## config.mk

```make
export PLATFORM = sky130hd
export DESIGN_NAME = tim_image_stream_decoder_flat
export DESIGN_NICKNAME = d
export VERILOG_FILES = /design/src/rtl/timdec_pkg.sv /design/src/rtl/timdec_byte_if.sv /design/src/rtl/timdec_result_if.sv /design/src/rtl/timdec_core.sv /design/src/rtl/timdec_queue.sv /design/src/rtl/tim_image_stream_decoder.sv /design/src/flat_wrapper.sv
export SDC_FILE = /design/constraint.sdc
export NUM_CORES = 2
export LEC_CHECK = 0
export ABC_AREA = 1
export BUFFER_PORTS_ARGS = -buffer_cell sky130_fd_sc_hd__buf_2
export CAP_MARGIN = 20
export CORE_AREA = 2 2 465 282
export CTS_BUF_LIST = sky130_fd_sc_hd__clkbuf_16
export CTS_CLUSTER_DIAMETER = 30
export DETAILED_ROUTE_END_ITERATION = 10
export DIE_AREA = 0 0 467 284
export GPL_TIMING_DRIVEN = 0
export PLACE_DENSITY = 0.6
export SKIP_LAST_GASP = 1
export SLEW_MARGIN = 20
export SYNTH_ARGS = -nofsm -noshare
export SYNTH_HDL_FRONTEND = slang
export SYNTH_SLANG_ARGS = --single-unit
export TNS_END_PERCENT = 30
```

## constraint.sdc

```tcl
create_clock -name clk -period 10.71 [get_ports clk]
set_input_delay 1.6065 -clock clk [delete_from_list [all_inputs] [get_ports clk]]
set_output_delay 1.6065 -clock clk [all_outputs]
set_load 0.02 [all_outputs]
```

## src/rtl/timdec_pkg.sv

```systemverilog
// Types, constants and codes shared by the TIM stream decoder files.
package timdec_pkg;

    localparam int LARGE_TABLE_ENTRIES = 256;
    localparam int SMALL_TABLE_ENTRIES = 16;

    localparam int MAX_RESULTS = 3;
    localparam int RES_CNT_W   = 2;
    // must stay a power of two: pointers wrap naturally
    localparam int QUEUE_DEPTH = 8;
    localparam int QPTR_W      = $clog2(QUEUE_DEPTH);

    localparam int BC_W    = 34;
    localparam int COL_W   = 18;
    localparam int ROW_W   = 16;
    localparam int FIELD_W = 16;

    localparam logic [7:0] TIM_ID     = 8'h10;
    localparam logic [7:0] TYPE_4BIT  = 8'h08;
    localparam logic [7:0] TYPE_8BIT  = 8'h09;
    localparam logic [7:0] TYPE_16BIT = 8'h02;
    localparam logic [7:0] TYPE_24BIT = 8'h03;

    localparam int HEADER_LEN    = 8;
    localparam int TYPE_POS      = 4;
    localparam int BLOCK_HDR_LEN = 12;
    localparam logic [3:0] POS_A_LO = 4'd8;
    localparam logic [3:0] POS_A_HI = 4'd9;
    localparam logic [3:0] POS_B_LO = 4'd10;
    localparam logic [3:0] POS_B_HI = 4'd11;

    typedef enum logic [2:0] {
        PH_HEADER,
        PH_CLUT_HDR,
        PH_ENTRIES,
        PH_SKIP,
        PH_IMG_HDR,
        PH_PIXELS,
        PH_DONE,
        PH_FAILED
    } phase_t;

    typedef enum logic [1:0] {
        FMT_4BIT,
        FMT_8BIT,
        FMT_16BIT
    } fmt_t;

    typedef enum logic [2:0] {
        KIND_SIZE,
        KIND_PALETTE,
        KIND_INDEX,
        KIND_RGB,
        KIND_ERROR
    } kind_t;

    typedef enum logic [1:0] {
        ERR_NOT_TIM,
        ERR_24BPP,
        ERR_UNKNOWN_TYPE,
        ERR_SHORT_DATA
    } err_t;

    typedef struct packed {
        kind_t             kind;
        logic [7:0]        index_value;
        logic [7:0]        red;
        logic [7:0]        green;
        logic [7:0]        blue;
        logic [COL_W-1:0]  column;
        logic [ROW_W-1:0]  row;
        err_t              error_code;
        logic              last_of_run;
        logic              last_pixel;
    } result_t;

    // results of one decoded byte, handed from the core to the queue
    typedef struct packed {
        logic                              write;
        logic [RES_CNT_W-1:0]              count;
        result_t [MAX_RESULTS-1:0]         items;
    } batch_t;

endpackage

```

## src/rtl/timdec_byte_if.sv

```systemverilog
// Byte channel into the decoder: one file byte per item.
interface timdec_byte_if;
    logic       valid;
    logic       ready;
    logic [7:0] data_byte;
    logic       end_of_stream;

    modport source (output valid, output data_byte, output end_of_stream, input ready);
    modport sink   (input valid, input data_byte, input end_of_stream, output ready);
endinterface

```

## src/rtl/timdec_result_if.sv

```systemverilog
// Result channel out of the decoder: one decoded result per item.
interface timdec_result_if;
    logic                          valid;
    logic                          ready;
    timdec_pkg::kind_t             kind;
    logic [7:0]                    index_value;
    logic [7:0]                    red;
    logic [7:0]                    green;
    logic [7:0]                    blue;
    logic [timdec_pkg::COL_W-1:0]  column;
    logic [timdec_pkg::ROW_W-1:0]  row;
    timdec_pkg::err_t              error_code;
    logic                          last_of_run;
    logic                          last_pixel;

    modport source (
        output valid, output kind, output index_value, output red, output green,
        output blue, output column, output row, output error_code, output last_of_run,
        output last_pixel, input ready
    );
    modport sink (
        input valid, input kind, input index_value, input red, input green,
        input blue, input column, input row, input error_code, input last_of_run,
        input last_pixel, output ready
    );
endinterface

```

## src/rtl/timdec_core.sv

```systemverilog
// Decoder core: parse state and the combinational decode of one file byte.
module timdec_core #(
    parameter int LARGE_TABLE_ENTRIES = timdec_pkg::LARGE_TABLE_ENTRIES,
    parameter int SMALL_TABLE_ENTRIES = timdec_pkg::SMALL_TABLE_ENTRIES
) (
    input  logic               clk,
    input  logic               rst_n,
    input  logic               step,
    input  logic [7:0]         data_byte,
    input  logic               end_of_stream,
    output timdec_pkg::batch_t batch
);

    localparam int BC_W  = timdec_pkg::BC_W;
    localparam int COL_W = timdec_pkg::COL_W;
    localparam int ROW_W = timdec_pkg::ROW_W;
    localparam int FW    = timdec_pkg::FIELD_W;
    localparam int MR    = timdec_pkg::MAX_RESULTS;
    localparam int RCW   = timdec_pkg::RES_CNT_W;

    localparam logic [BC_W-1:0] SMALL_LAST = BC_W'(2 * SMALL_TABLE_ENTRIES - 1);
    localparam logic [BC_W-1:0] LARGE_LAST = BC_W'(2 * LARGE_TABLE_ENTRIES - 1);
    localparam logic [BC_W-1:0] HDR_LAST   = BC_W'(timdec_pkg::HEADER_LEN - 1);
    localparam logic [BC_W-1:0] BLK_LAST   = BC_W'(timdec_pkg::BLOCK_HDR_LEN - 1);
    localparam logic [BC_W-1:0] TYPE_AT    = BC_W'(timdec_pkg::TYPE_POS);

    function automatic timdec_pkg::result_t make_result(
        input timdec_pkg::kind_t k,
        input logic [7:0]        idx,
        input logic [15:0]       word,
        input logic [COL_W-1:0]  col,
        input logic [ROW_W-1:0]  row,
        input timdec_pkg::err_t  err,
        input logic              lastpix
    );
        timdec_pkg::result_t r;
        r.kind        = k;
        r.index_value = idx;
        r.red         = {word[4:0], 3'b000};
        r.green       = {word[9:5], 3'b000};
        r.blue        = {word[14:10], 3'b000};
        r.column      = col;
        r.row         = row;
        r.error_code  = err;
        r.last_of_run = 1'b0;
        r.last_pixel  = lastpix;
        return r;
    endfunction

    timdec_pkg::phase_t phase_reg, phase_next, step_phase;
    timdec_pkg::fmt_t   format_reg, format_next;
    logic [BC_W-1:0]    byte_count_reg, byte_count_next;
    logic [FW-1:0]      color_count_reg, color_count_next;
    logic [FW-1:0]      palette_count_reg, palette_count_next;
    logic [COL_W-1:0]   image_width_reg, image_width_next;
    logic [ROW_W-1:0]   image_height_reg, image_height_next;
    logic [COL_W-1:0]   column_reg, column_next;
    logic [ROW_W-1:0]   row_reg, row_next;
    logic [7:0]         held_low_reg, held_low_next;
    logic [31:0]        skip_half_reg;

    // header checks
    logic               bad_id, type_pos, type_known, hdr_fail, hdr_last, blk_last;
    timdec_pkg::fmt_t   type_fmt;
    timdec_pkg::err_t   type_err, hdr_err;

    // table and skip
    logic               entries_last, slot_shown, skip_none, skip_last;
    logic [7:0]         slot;
    logic [BC_W-1:0]    skip_bytes;
    logic [3:0]         pos;

    // image size at end of image header
    logic [COL_W-1:0]   size_width;
    logic [ROW_W-1:0]   size_height;
    logic               size_empty;

    // two chained pixel positions
    logic [COL_W:0]     a_col_inc, b_col_inc;
    logic [ROW_W:0]     a_row_inc, b_row_inc;
    logic               a_wrap, a_last, a_done, b_wrap, b_last, b_done, pixel_done;
    logic [COL_W-1:0]   a_col_next, b_col_next;
    logic [ROW_W-1:0]   a_row_next, b_row_next;

    timdec_pkg::result_t [MR-1:0] items;
    logic [RCW-1:0]               n;

    assign pos      = byte_count_reg[3:0];
    assign bad_id   = (byte_count_reg == '0) && (data_byte != timdec_pkg::TIM_ID);
    assign type_pos = (byte_count_reg == TYPE_AT);
    assign hdr_fail = bad_id || (type_pos && !type_known);
    assign hdr_err  = bad_id ? timdec_pkg::ERR_NOT_TIM : type_err;
    assign hdr_last = (byte_count_reg == HDR_LAST);
    assign blk_last = (byte_count_reg == BLK_LAST);

    always_comb
    begin
        type_known = 1'b1;
        type_fmt   = timdec_pkg::FMT_4BIT;
        type_err   = timdec_pkg::ERR_UNKNOWN_TYPE;
        unique case (data_byte)
            timdec_pkg::TYPE_4BIT:  type_fmt = timdec_pkg::FMT_4BIT;
            timdec_pkg::TYPE_8BIT:  type_fmt = timdec_pkg::FMT_8BIT;
            timdec_pkg::TYPE_16BIT: type_fmt = timdec_pkg::FMT_16BIT;
            timdec_pkg::TYPE_24BIT:
            begin
                type_known = 1'b0;
                type_err   = timdec_pkg::ERR_24BPP;
            end
            default:
            begin
                type_known = 1'b0;
                type_err   = timdec_pkg::ERR_UNKNOWN_TYPE;
            end
        endcase
    end

    assign entries_last = (format_reg == timdec_pkg::FMT_4BIT) ?
                          (byte_count_reg == SMALL_LAST) : (byte_count_reg == LARGE_LAST);
    assign slot         = byte_count_reg[8:1];
    assign slot_shown   = ({8'b0, slot} < color_count_reg);
    assign skip_bytes   = {1'b0, skip_half_reg, 1'b0};
    assign skip_none    = (skip_half_reg == '0);
    assign skip_last    = (byte_count_reg[BC_W-1:1] == '0);

    // extra palettes: (palettes - 1) * colors halfwords, settled long before the table ends
    always_ff @(posedge clk)
    begin
        if (palette_count_reg >= 16'd2)
            skip_half_reg <= {16'b0, palette_count_reg - 16'd1} * {16'b0, color_count_reg};
        else
            skip_half_reg <= '0;
    end

    always_comb
    begin
        case (format_reg)
            timdec_pkg::FMT_4BIT:  size_width = {image_width_reg[15:0], 2'b00};
            timdec_pkg::FMT_8BIT:  size_width = {1'b0, image_width_reg[15:0], 1'b0};
            default:               size_width = {2'b00, image_width_reg[15:0]};
        endcase
    end
    assign size_height = {data_byte, image_height_reg[7:0]};
    assign size_empty  = (size_width == '0) || (size_height == '0);

    assign a_col_inc  = {1'b0, column_reg} + 1'b1;
    assign a_row_inc  = {1'b0, row_reg} + 1'b1;
    assign a_wrap     = (a_col_inc >= {1'b0, image_width_reg});
    assign a_last     = (a_col_inc == {1'b0, image_width_reg}) &&
                        (a_row_inc == {1'b0, image_height_reg});
    assign a_done     = a_last || (a_wrap && (a_row_inc[ROW_W-1:0] == '0));
    assign a_col_next = a_wrap ? '0 : a_col_inc[COL_W-1:0];
    assign a_row_next = a_wrap ? a_row_inc[ROW_W-1:0] : row_reg;

    assign b_col_inc  = {1'b0, a_col_next} + 1'b1;
    assign b_row_inc  = {1'b0, a_row_next} + 1'b1;
    assign b_wrap     = (b_col_inc >= {1'b0, image_width_reg});
    assign b_last     = (b_col_inc == {1'b0, image_width_reg}) &&
                        (b_row_inc == {1'b0, image_height_reg});
    assign b_done     = b_last || (b_wrap && (b_row_inc[ROW_W-1:0] == '0));
    assign b_col_next = b_wrap ? '0 : b_col_inc[COL_W-1:0];
    assign b_row_next = b_wrap ? b_row_inc[ROW_W-1:0] : a_row_next;

    always_comb
    begin
        if (format_reg == timdec_pkg::FMT_16BIT)
            pixel_done = (byte_count_reg != '0) && a_done;
        else
            pixel_done = a_done || ((format_reg == timdec_pkg::FMT_4BIT) && b_done);
    end

    // next state
    always_comb
    begin
        step_phase = phase_reg;
        unique case (phase_reg)
            timdec_pkg::PH_HEADER:
            begin
                if (hdr_fail)
                    step_phase = timdec_pkg::PH_FAILED;
                else if (hdr_last)
                    step_phase = (format_reg == timdec_pkg::FMT_16BIT) ?
                                 timdec_pkg::PH_IMG_HDR : timdec_pkg::PH_CLUT_HDR;
            end
            timdec_pkg::PH_CLUT_HDR:
            begin
                if (blk_last)
                    step_phase = timdec_pkg::PH_ENTRIES;
            end
            timdec_pkg::PH_ENTRIES:
            begin
                if (entries_last)
                    step_phase = skip_none ? timdec_pkg::PH_IMG_HDR : timdec_pkg::PH_SKIP;
            end
            timdec_pkg::PH_SKIP:
            begin
                if (skip_last)
                    step_phase = timdec_pkg::PH_IMG_HDR;
            end
            timdec_pkg::PH_IMG_HDR:
            begin
                if (blk_last)
                    step_phase = size_empty ? timdec_pkg::PH_DONE : timdec_pkg::PH_PIXELS;
            end
            timdec_pkg::PH_PIXELS:
            begin
                if (pixel_done)
                    step_phase = timdec_pkg::PH_DONE;
            end
            default:
                step_phase = phase_reg;
        endcase

        if (!step)
            phase_next = phase_reg;
        else if (end_of_stream)
            phase_next = timdec_pkg::PH_HEADER;
        else
            phase_next = step_phase;
    end

    // results and datapath next values
    always_comb
    begin
        byte_count_next    = byte_count_reg;
        format_next        = format_reg;
        color_count_next   = color_count_reg;
        palette_count_next = palette_count_reg;
        image_width_next   = image_width_reg;
        image_height_next  = image_height_reg;
        column_next        = column_reg;
        row_next           = row_reg;
        held_low_next      = held_low_reg;
        n                  = '0;
        for (int i = 0; i < MR; i++)
            items[i] = make_result(timdec_pkg::KIND_SIZE, 8'h00, 16'h0000, '0, '0,
                                   timdec_pkg::ERR_NOT_TIM, 1'b0);

        unique case (phase_reg)
            timdec_pkg::PH_HEADER:
            begin
                if (hdr_fail)
                begin
                    items[0] = make_result(timdec_pkg::KIND_ERROR, 8'h00, 16'h0000, '0, '0,
                                           hdr_err, 1'b0);
                    n = 2'd1;
                end
                else
                begin
                    if (type_pos)
                        format_next = type_fmt;
                    byte_count_next = hdr_last ? '0 : byte_count_reg + 1'b1;
                end
            end
            timdec_pkg::PH_CLUT_HDR:
            begin
                case (pos)
                    timdec_pkg::POS_A_LO: color_count_next = {color_count_reg[15:8], data_byte};
                    timdec_pkg::POS_A_HI: color_count_next = {data_byte, color_count_reg[7:0]};
                    timdec_pkg::POS_B_LO:
                        palette_count_next = {palette_count_reg[15:8], data_byte};
                    timdec_pkg::POS_B_HI:
                        palette_count_next = {data_byte, palette_count_reg[7:0]};
                    default: ;
                endcase
                byte_count_next = blk_last ? '0 : byte_count_reg + 1'b1;
            end
            timdec_pkg::PH_ENTRIES:
            begin
                if (!byte_count_reg[0])
                    held_low_next = data_byte;
                else if (slot_shown)
                begin
                    items[0] = make_result(timdec_pkg::KIND_PALETTE, slot,
                                           {data_byte, held_low_reg}, '0, '0,
                                           timdec_pkg::ERR_NOT_TIM, 1'b0);
                    n = 2'd1;
                end
                byte_count_next = entries_last ? skip_bytes : byte_count_reg + 1'b1;
            end
            timdec_pkg::PH_SKIP:
            begin
                byte_count_next = (byte_count_reg == '0) ? '0 : byte_count_reg - 1'b1;
            end
            timdec_pkg::PH_IMG_HDR:
            begin
                case (pos)
                    timdec_pkg::POS_A_LO:
                        image_width_next = {2'b00, image_width_reg[15:8], data_byte};
                    timdec_pkg::POS_A_HI:
                        image_width_next = {2'b00, data_byte, image_width_reg[7:0]};
                    timdec_pkg::POS_B_LO:
                        image_height_next = {image_height_reg[15:8], data_byte};
                    timdec_pkg::POS_B_HI:
                        image_height_next = {data_byte, image_height_reg[7:0]};
                    default: ;
                endcase
                if (blk_last)
                begin
                    image_width_next  = size_width;
                    image_height_next = size_height;
                    column_next       = '0;
                    row_next          = '0;
                    byte_count_next   = '0;
                    items[0] = make_result(timdec_pkg::KIND_SIZE, 8'h00, 16'h0000,
                                           size_width, size_height,
                                           timdec_pkg::ERR_NOT_TIM, 1'b0);
                    n = 2'd1;
                end
                else
                begin
                    byte_count_next = byte_count_reg + 1'b1;
                end
            end
            timdec_pkg::PH_PIXELS:
            begin
                if (format_reg == timdec_pkg::FMT_16BIT)
                begin
                    if (byte_count_reg == '0)
                    begin
                        held_low_next   = data_byte;
                        byte_count_next = BC_W'(1);
                    end
                    else
                    begin
                        byte_count_next = '0;
                        items[0] = make_result(timdec_pkg::KIND_RGB, 8'h00,
                                               {data_byte, held_low_reg}, column_reg, row_reg,
                                               timdec_pkg::ERR_NOT_TIM, a_last);
                        n           = 2'd1;
                        column_next = a_col_next;
                        row_next    = a_row_next;
                    end
                end
                else
                begin
                    // 4-bit data: low nibble is the left pixel
                    items[0] = make_result(timdec_pkg::KIND_INDEX,
                                           (format_reg == timdec_pkg::FMT_4BIT) ?
                                           {4'h0, data_byte[3:0]} : data_byte,
                                           16'h0000, column_reg, row_reg,
                                           timdec_pkg::ERR_NOT_TIM, a_last);
                    n           = 2'd1;
                    column_next = a_col_next;
                    row_next    = a_row_next;
                    if ((format_reg == timdec_pkg::FMT_4BIT) && !a_done)
                    begin
                        items[1] = make_result(timdec_pkg::KIND_INDEX, {4'h0, data_byte[7:4]},
                                               16'h0000, a_col_next, a_row_next,
                                               timdec_pkg::ERR_NOT_TIM, b_last);
                        n           = 2'd2;
                        column_next = b_col_next;
                        row_next    = b_row_next;
                    end
                end
            end
            default: ;
        endcase

        if (end_of_stream)
        begin
            if ((step_phase != timdec_pkg::PH_DONE) && (step_phase != timdec_pkg::PH_FAILED))
            begin
                items[n] = make_result(timdec_pkg::KIND_ERROR, 8'h00, 16'h0000, '0, '0,
                                       timdec_pkg::ERR_SHORT_DATA, 1'b0);
                n = n + 1'b1;
            end
            byte_count_next    = '0;
            format_next        = timdec_pkg::FMT_4BIT;
            color_count_next   = '0;
            palette_count_next = '0;
            image_width_next   = '0;
            image_height_next  = '0;
            column_next        = '0;
            row_next           = '0;
            held_low_next      = '0;
        end

        if (n != '0)
            items[n - 1'b1].last_of_run = 1'b1;
    end

    assign batch.write = step;
    assign batch.count = n;
    assign batch.items = items;

    always_ff @(posedge clk or negedge rst_n)
    begin
        if (!rst_n)
        begin
            phase_reg         <= timdec_pkg::PH_HEADER;
            byte_count_reg    <= '0;
            format_reg        <= timdec_pkg::FMT_4BIT;
            color_count_reg   <= '0;
            palette_count_reg <= '0;
            image_width_reg   <= '0;
            image_height_reg  <= '0;
            column_reg        <= '0;
            row_reg           <= '0;
            held_low_reg      <= '0;
        end
        else
        begin
            phase_reg <= phase_next;
            if (step)
            begin
                byte_count_reg    <= byte_count_next;
                format_reg        <= format_next;
                color_count_reg   <= color_count_next;
                palette_count_reg <= palette_count_next;
                image_width_reg   <= image_width_next;
                image_height_reg  <= image_height_next;
                column_reg        <= column_next;
                row_reg           <= row_next;
                held_low_reg      <= held_low_next;
            end
        end
    end

endmodule

```

## src/rtl/timdec_queue.sv

```systemverilog
// Result queue: takes up to three results per cycle, hands out one per cycle while the head is taken.
module timdec_queue (
    input  logic                clk,
    input  logic                rst_n,
    input  timdec_pkg::batch_t  batch,
    input  logic                head_taken,
    output logic                room,
    output logic                head_valid,
    output timdec_pkg::result_t head
);

    localparam int PW = timdec_pkg::QPTR_W;
    localparam int CW = timdec_pkg::QPTR_W + 1;
    localparam logic [CW-1:0] ROOM_LIMIT =
        CW'(timdec_pkg::QUEUE_DEPTH - timdec_pkg::MAX_RESULTS);

    timdec_pkg::result_t q_reg [timdec_pkg::QUEUE_DEPTH];
    logic [PW-1:0]       wr_ptr_reg, wr_ptr_next;
    logic [PW-1:0]       rd_ptr_reg, rd_ptr_next;
    logic [CW-1:0]       count_reg, count_next;
    logic [CW-1:0]       add_count;
    logic                pop;

    assign add_count   = batch.write ? CW'(batch.count) : '0;
    assign pop         = head_taken && head_valid;
    assign wr_ptr_next = wr_ptr_reg + PW'(add_count);
    assign rd_ptr_next = rd_ptr_reg + PW'(pop);
    assign count_next  = count_reg + add_count - CW'(pop);

    assign room       = (count_reg <= ROOM_LIMIT);
    assign head_valid = (count_reg != '0);
    assign head       = q_reg[rd_ptr_reg];

    always_ff @(posedge clk)
    begin
        for (int i = 0; i < timdec_pkg::MAX_RESULTS; i++)
        begin
            if (batch.write && (i < int'(batch.count)))
                q_reg[wr_ptr_reg + PW'(i)] <= batch.items[i];
        end
    end

    always_ff @(posedge clk or negedge rst_n)
    begin
        if (!rst_n)
        begin
            wr_ptr_reg <= '0;
            rd_ptr_reg <= '0;
            count_reg  <= '0;
        end
        else
        begin
            wr_ptr_reg <= wr_ptr_next;
            rd_ptr_reg <= rd_ptr_next;
            count_reg  <= count_next;
        end
    end

endmodule

```

## src/rtl/tim_image_stream_decoder.sv

```systemverilog
// TIM image stream decoder top level: input register, decode core, result queue.
//
// byte_stream takes the file one byte per item; end_of_stream marks the last byte.
// result_stream gives image size, palette entries, pixels and errors, one per item,
// in file order; last_of_run marks the last result caused by one byte.
// Both channels use valid/ready; an item moves when both are high at a clock edge.
// An accepted byte is held in the input register until the queue has room.
// Throughput: one byte per cycle while each byte yields at most one result and
// results are taken as they come; 4-bit pixel bytes yield two, so their rate is
// bounded by the one-result-per-cycle output port. A byte ending a 4-bit image
// early with end_of_stream can yield three results.
// The input register moves a byte into the decode core only while the 8-entry
// result queue has room for three results, so a stalled receiver fills the queue
// and then holds byte_stream.ready low; nothing is dropped.
// After end_of_stream the parser returns to its reset state and the next byte
// starts a new file. Reset (rst_n low) clears the parser, empties the queue and
// the input register; no clearing pass is needed.
module tim_image_stream_decoder #(
    parameter int LARGE_TABLE_ENTRIES = timdec_pkg::LARGE_TABLE_ENTRIES,
    parameter int SMALL_TABLE_ENTRIES = timdec_pkg::SMALL_TABLE_ENTRIES
) (
    input  logic                   clk,
    input  logic                   rst_n,
    timdec_byte_if.sink            byte_stream,
    timdec_result_if.source        result_stream
);

    logic                in_valid_reg, in_valid_next;
    logic [7:0]          byte_reg;
    logic                eos_reg;
    logic                accept, step, room, head_valid, head_taken;
    timdec_pkg::batch_t  batch;
    timdec_pkg::result_t head;

    assign step              = in_valid_reg && room;
    assign byte_stream.ready = !in_valid_reg || step;
    assign accept            = byte_stream.valid && byte_stream.ready;
    assign in_valid_next     = accept ? 1'b1 : (step ? 1'b0 : in_valid_reg);

    always_ff @(posedge clk or negedge rst_n)
    begin
        if (!rst_n)
            in_valid_reg <= 1'b0;
        else
            in_valid_reg <= in_valid_next;
    end

    always_ff @(posedge clk)
    begin
        if (accept)
        begin
            byte_reg <= byte_stream.data_byte;
            eos_reg  <= byte_stream.end_of_stream;
        end
    end

    timdec_core #(
        .LARGE_TABLE_ENTRIES (LARGE_TABLE_ENTRIES),
        .SMALL_TABLE_ENTRIES (SMALL_TABLE_ENTRIES)
    ) u_core (
        .clk           (clk),
        .rst_n         (rst_n),
        .step          (step),
        .data_byte     (byte_reg),
        .end_of_stream (eos_reg),
        .batch         (batch)
    );

    timdec_queue u_queue (
        .clk        (clk),
        .rst_n      (rst_n),
        .batch      (batch),
        .head_taken (head_taken),
        .room       (room),
        .head_valid (head_valid),
        .head       (head)
    );

    assign head_taken                = result_stream.ready;
    assign result_stream.valid       = head_valid;
    assign result_stream.kind        = head.kind;
    assign result_stream.index_value = head.index_value;
    assign result_stream.red         = head.red;
    assign result_stream.green       = head.green;
    assign result_stream.blue        = head.blue;
    assign result_stream.column      = head.column;
    assign result_stream.row         = head.row;
    assign result_stream.error_code  = head.error_code;
    assign result_stream.last_of_run = head.last_of_run;
    assign result_stream.last_pixel  = head.last_pixel;

endmodule

```

## src/flat_wrapper.sv

```systemverilog
// flat-port wrapper written by rule: the top's interface ports become plain ports
module tim_image_stream_decoder_flat 
#(
    parameter int LARGE_TABLE_ENTRIES = timdec_pkg::LARGE_TABLE_ENTRIES,
    parameter int SMALL_TABLE_ENTRIES = timdec_pkg::SMALL_TABLE_ENTRIES
)
  (clk, rst_n, byte_stream_valid, byte_stream_data_byte, byte_stream_end_of_stream, byte_stream_ready, result_stream_valid, result_stream_kind, result_stream_index_value, result_stream_red, result_stream_green, result_stream_blue, result_stream_column, result_stream_row, result_stream_error_code, result_stream_last_of_run, result_stream_last_pixel, result_stream_ready);
  timdec_byte_if byte_stream_i ();
  timdec_result_if result_stream_i ();
  input  logic clk;
  input  logic rst_n;
  input wire logic [$bits(byte_stream_i.valid)-1:0] byte_stream_valid;
  input wire logic [$bits(byte_stream_i.data_byte)-1:0] byte_stream_data_byte;
  input wire logic [$bits(byte_stream_i.end_of_stream)-1:0] byte_stream_end_of_stream;
  output wire logic [$bits(byte_stream_i.ready)-1:0] byte_stream_ready;
  output wire logic [$bits(result_stream_i.valid)-1:0] result_stream_valid;
  output wire logic [$bits(result_stream_i.kind)-1:0] result_stream_kind;
  output wire logic [$bits(result_stream_i.index_value)-1:0] result_stream_index_value;
  output wire logic [$bits(result_stream_i.red)-1:0] result_stream_red;
  output wire logic [$bits(result_stream_i.green)-1:0] result_stream_green;
  output wire logic [$bits(result_stream_i.blue)-1:0] result_stream_blue;
  output wire logic [$bits(result_stream_i.column)-1:0] result_stream_column;
  output wire logic [$bits(result_stream_i.row)-1:0] result_stream_row;
  output wire logic [$bits(result_stream_i.error_code)-1:0] result_stream_error_code;
  output wire logic [$bits(result_stream_i.last_of_run)-1:0] result_stream_last_of_run;
  output wire logic [$bits(result_stream_i.last_pixel)-1:0] result_stream_last_pixel;
  input wire logic [$bits(result_stream_i.ready)-1:0] result_stream_ready;
  assign byte_stream_i.valid = byte_stream_valid;
  assign byte_stream_i.data_byte = byte_stream_data_byte;
  assign byte_stream_i.end_of_stream = byte_stream_end_of_stream;
  assign byte_stream_ready = byte_stream_i.ready;
  assign result_stream_valid = result_stream_i.valid;
  assign result_stream_kind = result_stream_i.kind;
  assign result_stream_index_value = result_stream_i.index_value;
  assign result_stream_red = result_stream_i.red;
  assign result_stream_green = result_stream_i.green;
  assign result_stream_blue = result_stream_i.blue;
  assign result_stream_column = result_stream_i.column;
  assign result_stream_row = result_stream_i.row;
  assign result_stream_error_code = result_stream_i.error_code;
  assign result_stream_last_of_run = result_stream_i.last_of_run;
  assign result_stream_last_pixel = result_stream_i.last_pixel;
  assign result_stream_i.ready = result_stream_ready;
  tim_image_stream_decoder #(.LARGE_TABLE_ENTRIES(LARGE_TABLE_ENTRIES), .SMALL_TABLE_ENTRIES(SMALL_TABLE_ENTRIES)) u_core (.clk(clk), .rst_n(rst_n), .byte_stream(byte_stream_i), .result_stream(result_stream_i));
endmodule
```

==> impl_metrics.py <==
metrics = {
    "synthesis": {
        "ys_ff_latch": 711,
        "ys_seq_area_share_pct": 39.6,
        "avgSynthCellArea_sq_um": 7.58,
        "ys.flop_type": "edfxtp_1",
        "synth-edff-count": 521,
        "ys_warn_count": 0,
        "mappedNetlistArea_sq_um": 51100,
        "syn_inst": 6736,
        "synth_cell_type_count": 62,
        "ys_async_sr_fraction_pct": 22.2,
    },
    "global_route": {
        "top_usage_layer": "met1",
        "first_global_vias": 45900,
        "met3_usage_pct": 16.7,
        "grtUsageTotal_pct": 33.3,
        "grt_pass1_wl_mm": 322,
        "grt_use_met2_pct": 37.6,
        "overflow": 0,
        "antenna_found_initial": 8,
        "grt_max_degree": 79,
        "use_met1_pct": 53.3,
    },
    "run_status": {
        "status": "finished, final reports clean",
    },
    "placed_design": {
        "io_buffer_count": 78,
        "dpl.hpwl_mm": 176,
        "dp_slack_ns": -0.538,
        "gp_congestion": 1.05,
    },
    "cts": {
        "clkSlewWorstSetupHoldPaths_ns": 0.06,
        "cts_tree": "built",
        "numCtsBuffers": 121,
        "hold_buffers": 0,
        "clockBufferDepth": 3,
        "cts_sinks": 711,
        "htree_levels": 3,
        "clk_latency_ns": 0.78,
        "cts_root_buffer": "clkbuf_16",
    },
    "routing": {
        "ant_nets": 0,
        "drt_iter0_drc": 8994,
        "wl_per_cell_um": 25.6,
        "dr.pass1.iters": 8,
        "drt-total-wl_mm": 226,
        "post-route-drc-count": 0,
        "routed_via_density": 5.82,
        "vias": 51300,
    },
    "die": {
        "coreArea_sq_um": 128000,
        "num_io_pins": 88,
        "die_y_um": 284,
        "start_util_pct": 39.8,
        "dieArea_sq_um": 133000,
        "fp.dieW_um": 467,
        "rows": 102,
    },
    "timing": {
        "slew_headroom_pct": 18.4,
        "skew_ns": 0.0509,
        "layout_min_cycle_time_ns": 10.46,
        "tightest_slew_ns": 1.22,
        "drv_slew": 0,
        "max_freq_mhz": 95.6,
        "rsz0062_at_grt": "true",
        "fin_crit_sh_pct": 97.7,
        "hold_viol": 0,
        "setup_violations": 0,
        "layout_setup_ws_ns": 0.247,
    },
    "hold_path": {
        "hold_class": "reg -> reg",
    },
    "setup_path": {
        "start_kind": "register",
        "critical_path.slowest_cell": "nand3_2",
        "path_class": "reg -> reg",
        "endpoint_kind": "register",
        "cp.required_ns": 11.02,
        "crit_arrival_ns": 10.78,
        "critical-path-max-stage-delay_ns": 0.59,
        "critPathMostFrequentCell": "nand2_1",
        "reg2reg_slack_ns": 0.25,
        "cp_max_fo": 15,
    },
    "finish": {
        "largest_register_ffs": 512,
        "syn_to_final_growth_pct": 14.8,
        "multi_input_area_sq_um": 27000,
        "fillCellCount": 12700,
        "layout.area.seq_sq_um": 20200,
        "nNetsFinal": 7358,
        "drive_gt1_share_pct": 7.45,
    },
    "job": {
        "drv_cap": 0,
    },
}
-- cell usage after synthesis, drive strengths merged (6+ instances only) --
library cell,number,area share [%]
o2111ai,6,0.10
dfxtp,32,1.3
o41ai,6,0.10
a31oi,74,0.91
nand3,168,1.7
clkbuf,222,1.6
fa,196,7.7
or2,14,0.17
nor2,1712,13
o22ai,150,1.8
xnor2,11,0.19
ha,173,4.2
nand3b,8,0.12
inv,654,4.8
edfxtp,521,31
buf,131,1.5
clkinv,16,0.12
o21a,8,0.12
a32oi,15,0.26
a21oi,141,1.4
dfrtp,158,7.7
nor3,64,0.64
a22oi,12,0.18
a221oi,26,0.45
o211ai,8,0.12
nand4,98,1.2
nand2,1477,11
o221ai,20,0.34
nor4,33,0.40
xor2,72,1.2
o21ai,471,4.6
-- area by class of cell --
type,instances,share of cell area [%]
Multi-Input combinational cell,5013,46.1
Sequential cell,711,34.5
Clock buffer,123,5.25
Inverter,670,4.30
Tap cell,1716,3.66
Buffer,353,2.74
Clock inverter,109,1.92
Timing Repair Buffer,106,1.49
Antenna cell,8,0.0341
-- cells by family (layout without fill, tap and decap cells) --
logic type               Yosys count  after routing  share of synthesized area, %
AND/OR/NAND/NOR                 3578           3581                          28.0
buffers and inverters           1023           1361                          8.04
AO/OA/AOI/OAI                    969            969                          10.9
flip-flops                       711            711                          39.6
adder cells (fa/ha/maj)          369            369                          11.9
XOR/XNOR                          83             83                          1.42
multiplexers                       2              2                        0.0441
other                              1             17                       0.00734
-- per-layer routing --
metal	wire length [um]	part of all wire [%]	vias up
li1	-	-	22500
met1	102000	45	24600
met2	75800	34	3746
met3	42600	19	338
met4	4830	2.1	16
met5	535	0.24	-
-- stage by stage --
stage          hold WS [ns]  std cells  instance area (sq um)  utilization [%]   TNS, ns
5_1_grt               0.515       8801                  58600             45.7     -2.31
2_1_floorplan         0.442       6744                  51100                -         0
4_1_cts               0.492       8794                  58400             45.6         0
3_5_place_dp          0.480       8556                  54100             42.2   -188.78
3_3_place_gp          0.457       8538                  53700             41.8  -1955.76
6_report              0.492       8809                  58600             45.7         0
-- critical path: cells and delay by family, from the launching register on --
| kind | cells | cell delay, ns |
|---|---|---|
| DFF | 1 | 0.48 |
| buffers and inverters | 7 | 1.85 |
| adders and majority gates | 4 | 1.25 |
| AOI/OAI and AO/OA | 2 | 0.58 |
| and+or+nand+nor | 32 | 5.32 |
| xor gates and xnor gates | 2 | 0.46 |
-- path summary, 6_finish.rpt --
path	startpoint	end	cells after the start
setup / recovery	u_core.u_core.column_reg[0]	u_core.u_queue.q_reg[4][7]	47
hold / removal	u_core.u_queue.rd_ptr_reg[2]	u_core.u_queue.rd_ptr_reg[2]	1
setup reg to reg	u_core.u_core.column_reg[0]	u_core.u_queue.q_reg[4][7]	47
hold reg to reg	u_core.u_queue.rd_ptr_reg[2]	u_core.u_queue.rd_ptr_reg[2]	1
max in group asynchronous	rst_n	u_core.u_core.column_reg[6]	3
min in group asynchronous	rst_n	u_core.u_core.byte_count_reg[26]	1
-- placed cells by master (no fill, tap or decap), drive strengths merged, types with 20 or more instances in the layout --
cell and n:
o221ai 20, nand3 171, nor4 33, a221oi 26, nor3 64, dfxtp 32, a31oi 74, a21oi 141
clkinv 62, clkbuf 348, inv 689, nand2 1477, ha 173, nor2 1712, edfxtp 521, nand4 98
fa 196, xor2 72, buf 234, o22ai 150, dfrtp 158, o21ai 471
-- what timing repair did --
| action | in CTS | in global routing |
|---|---|---|
| pin swaps | 3 | 3 |
| endpoints found under the hold margin | 0 | 0 |
| resized for setup | 4 | 21 |
| endpoints found under the setup margin | 815 | 1029 |
| cloned | 3 | 0 |
| buffers inserted | 3 | 7 |
Power is left out: the tool's default activity adds up to more than one toggle a clock period on the data nets, which glitch-free logic cannot reach.
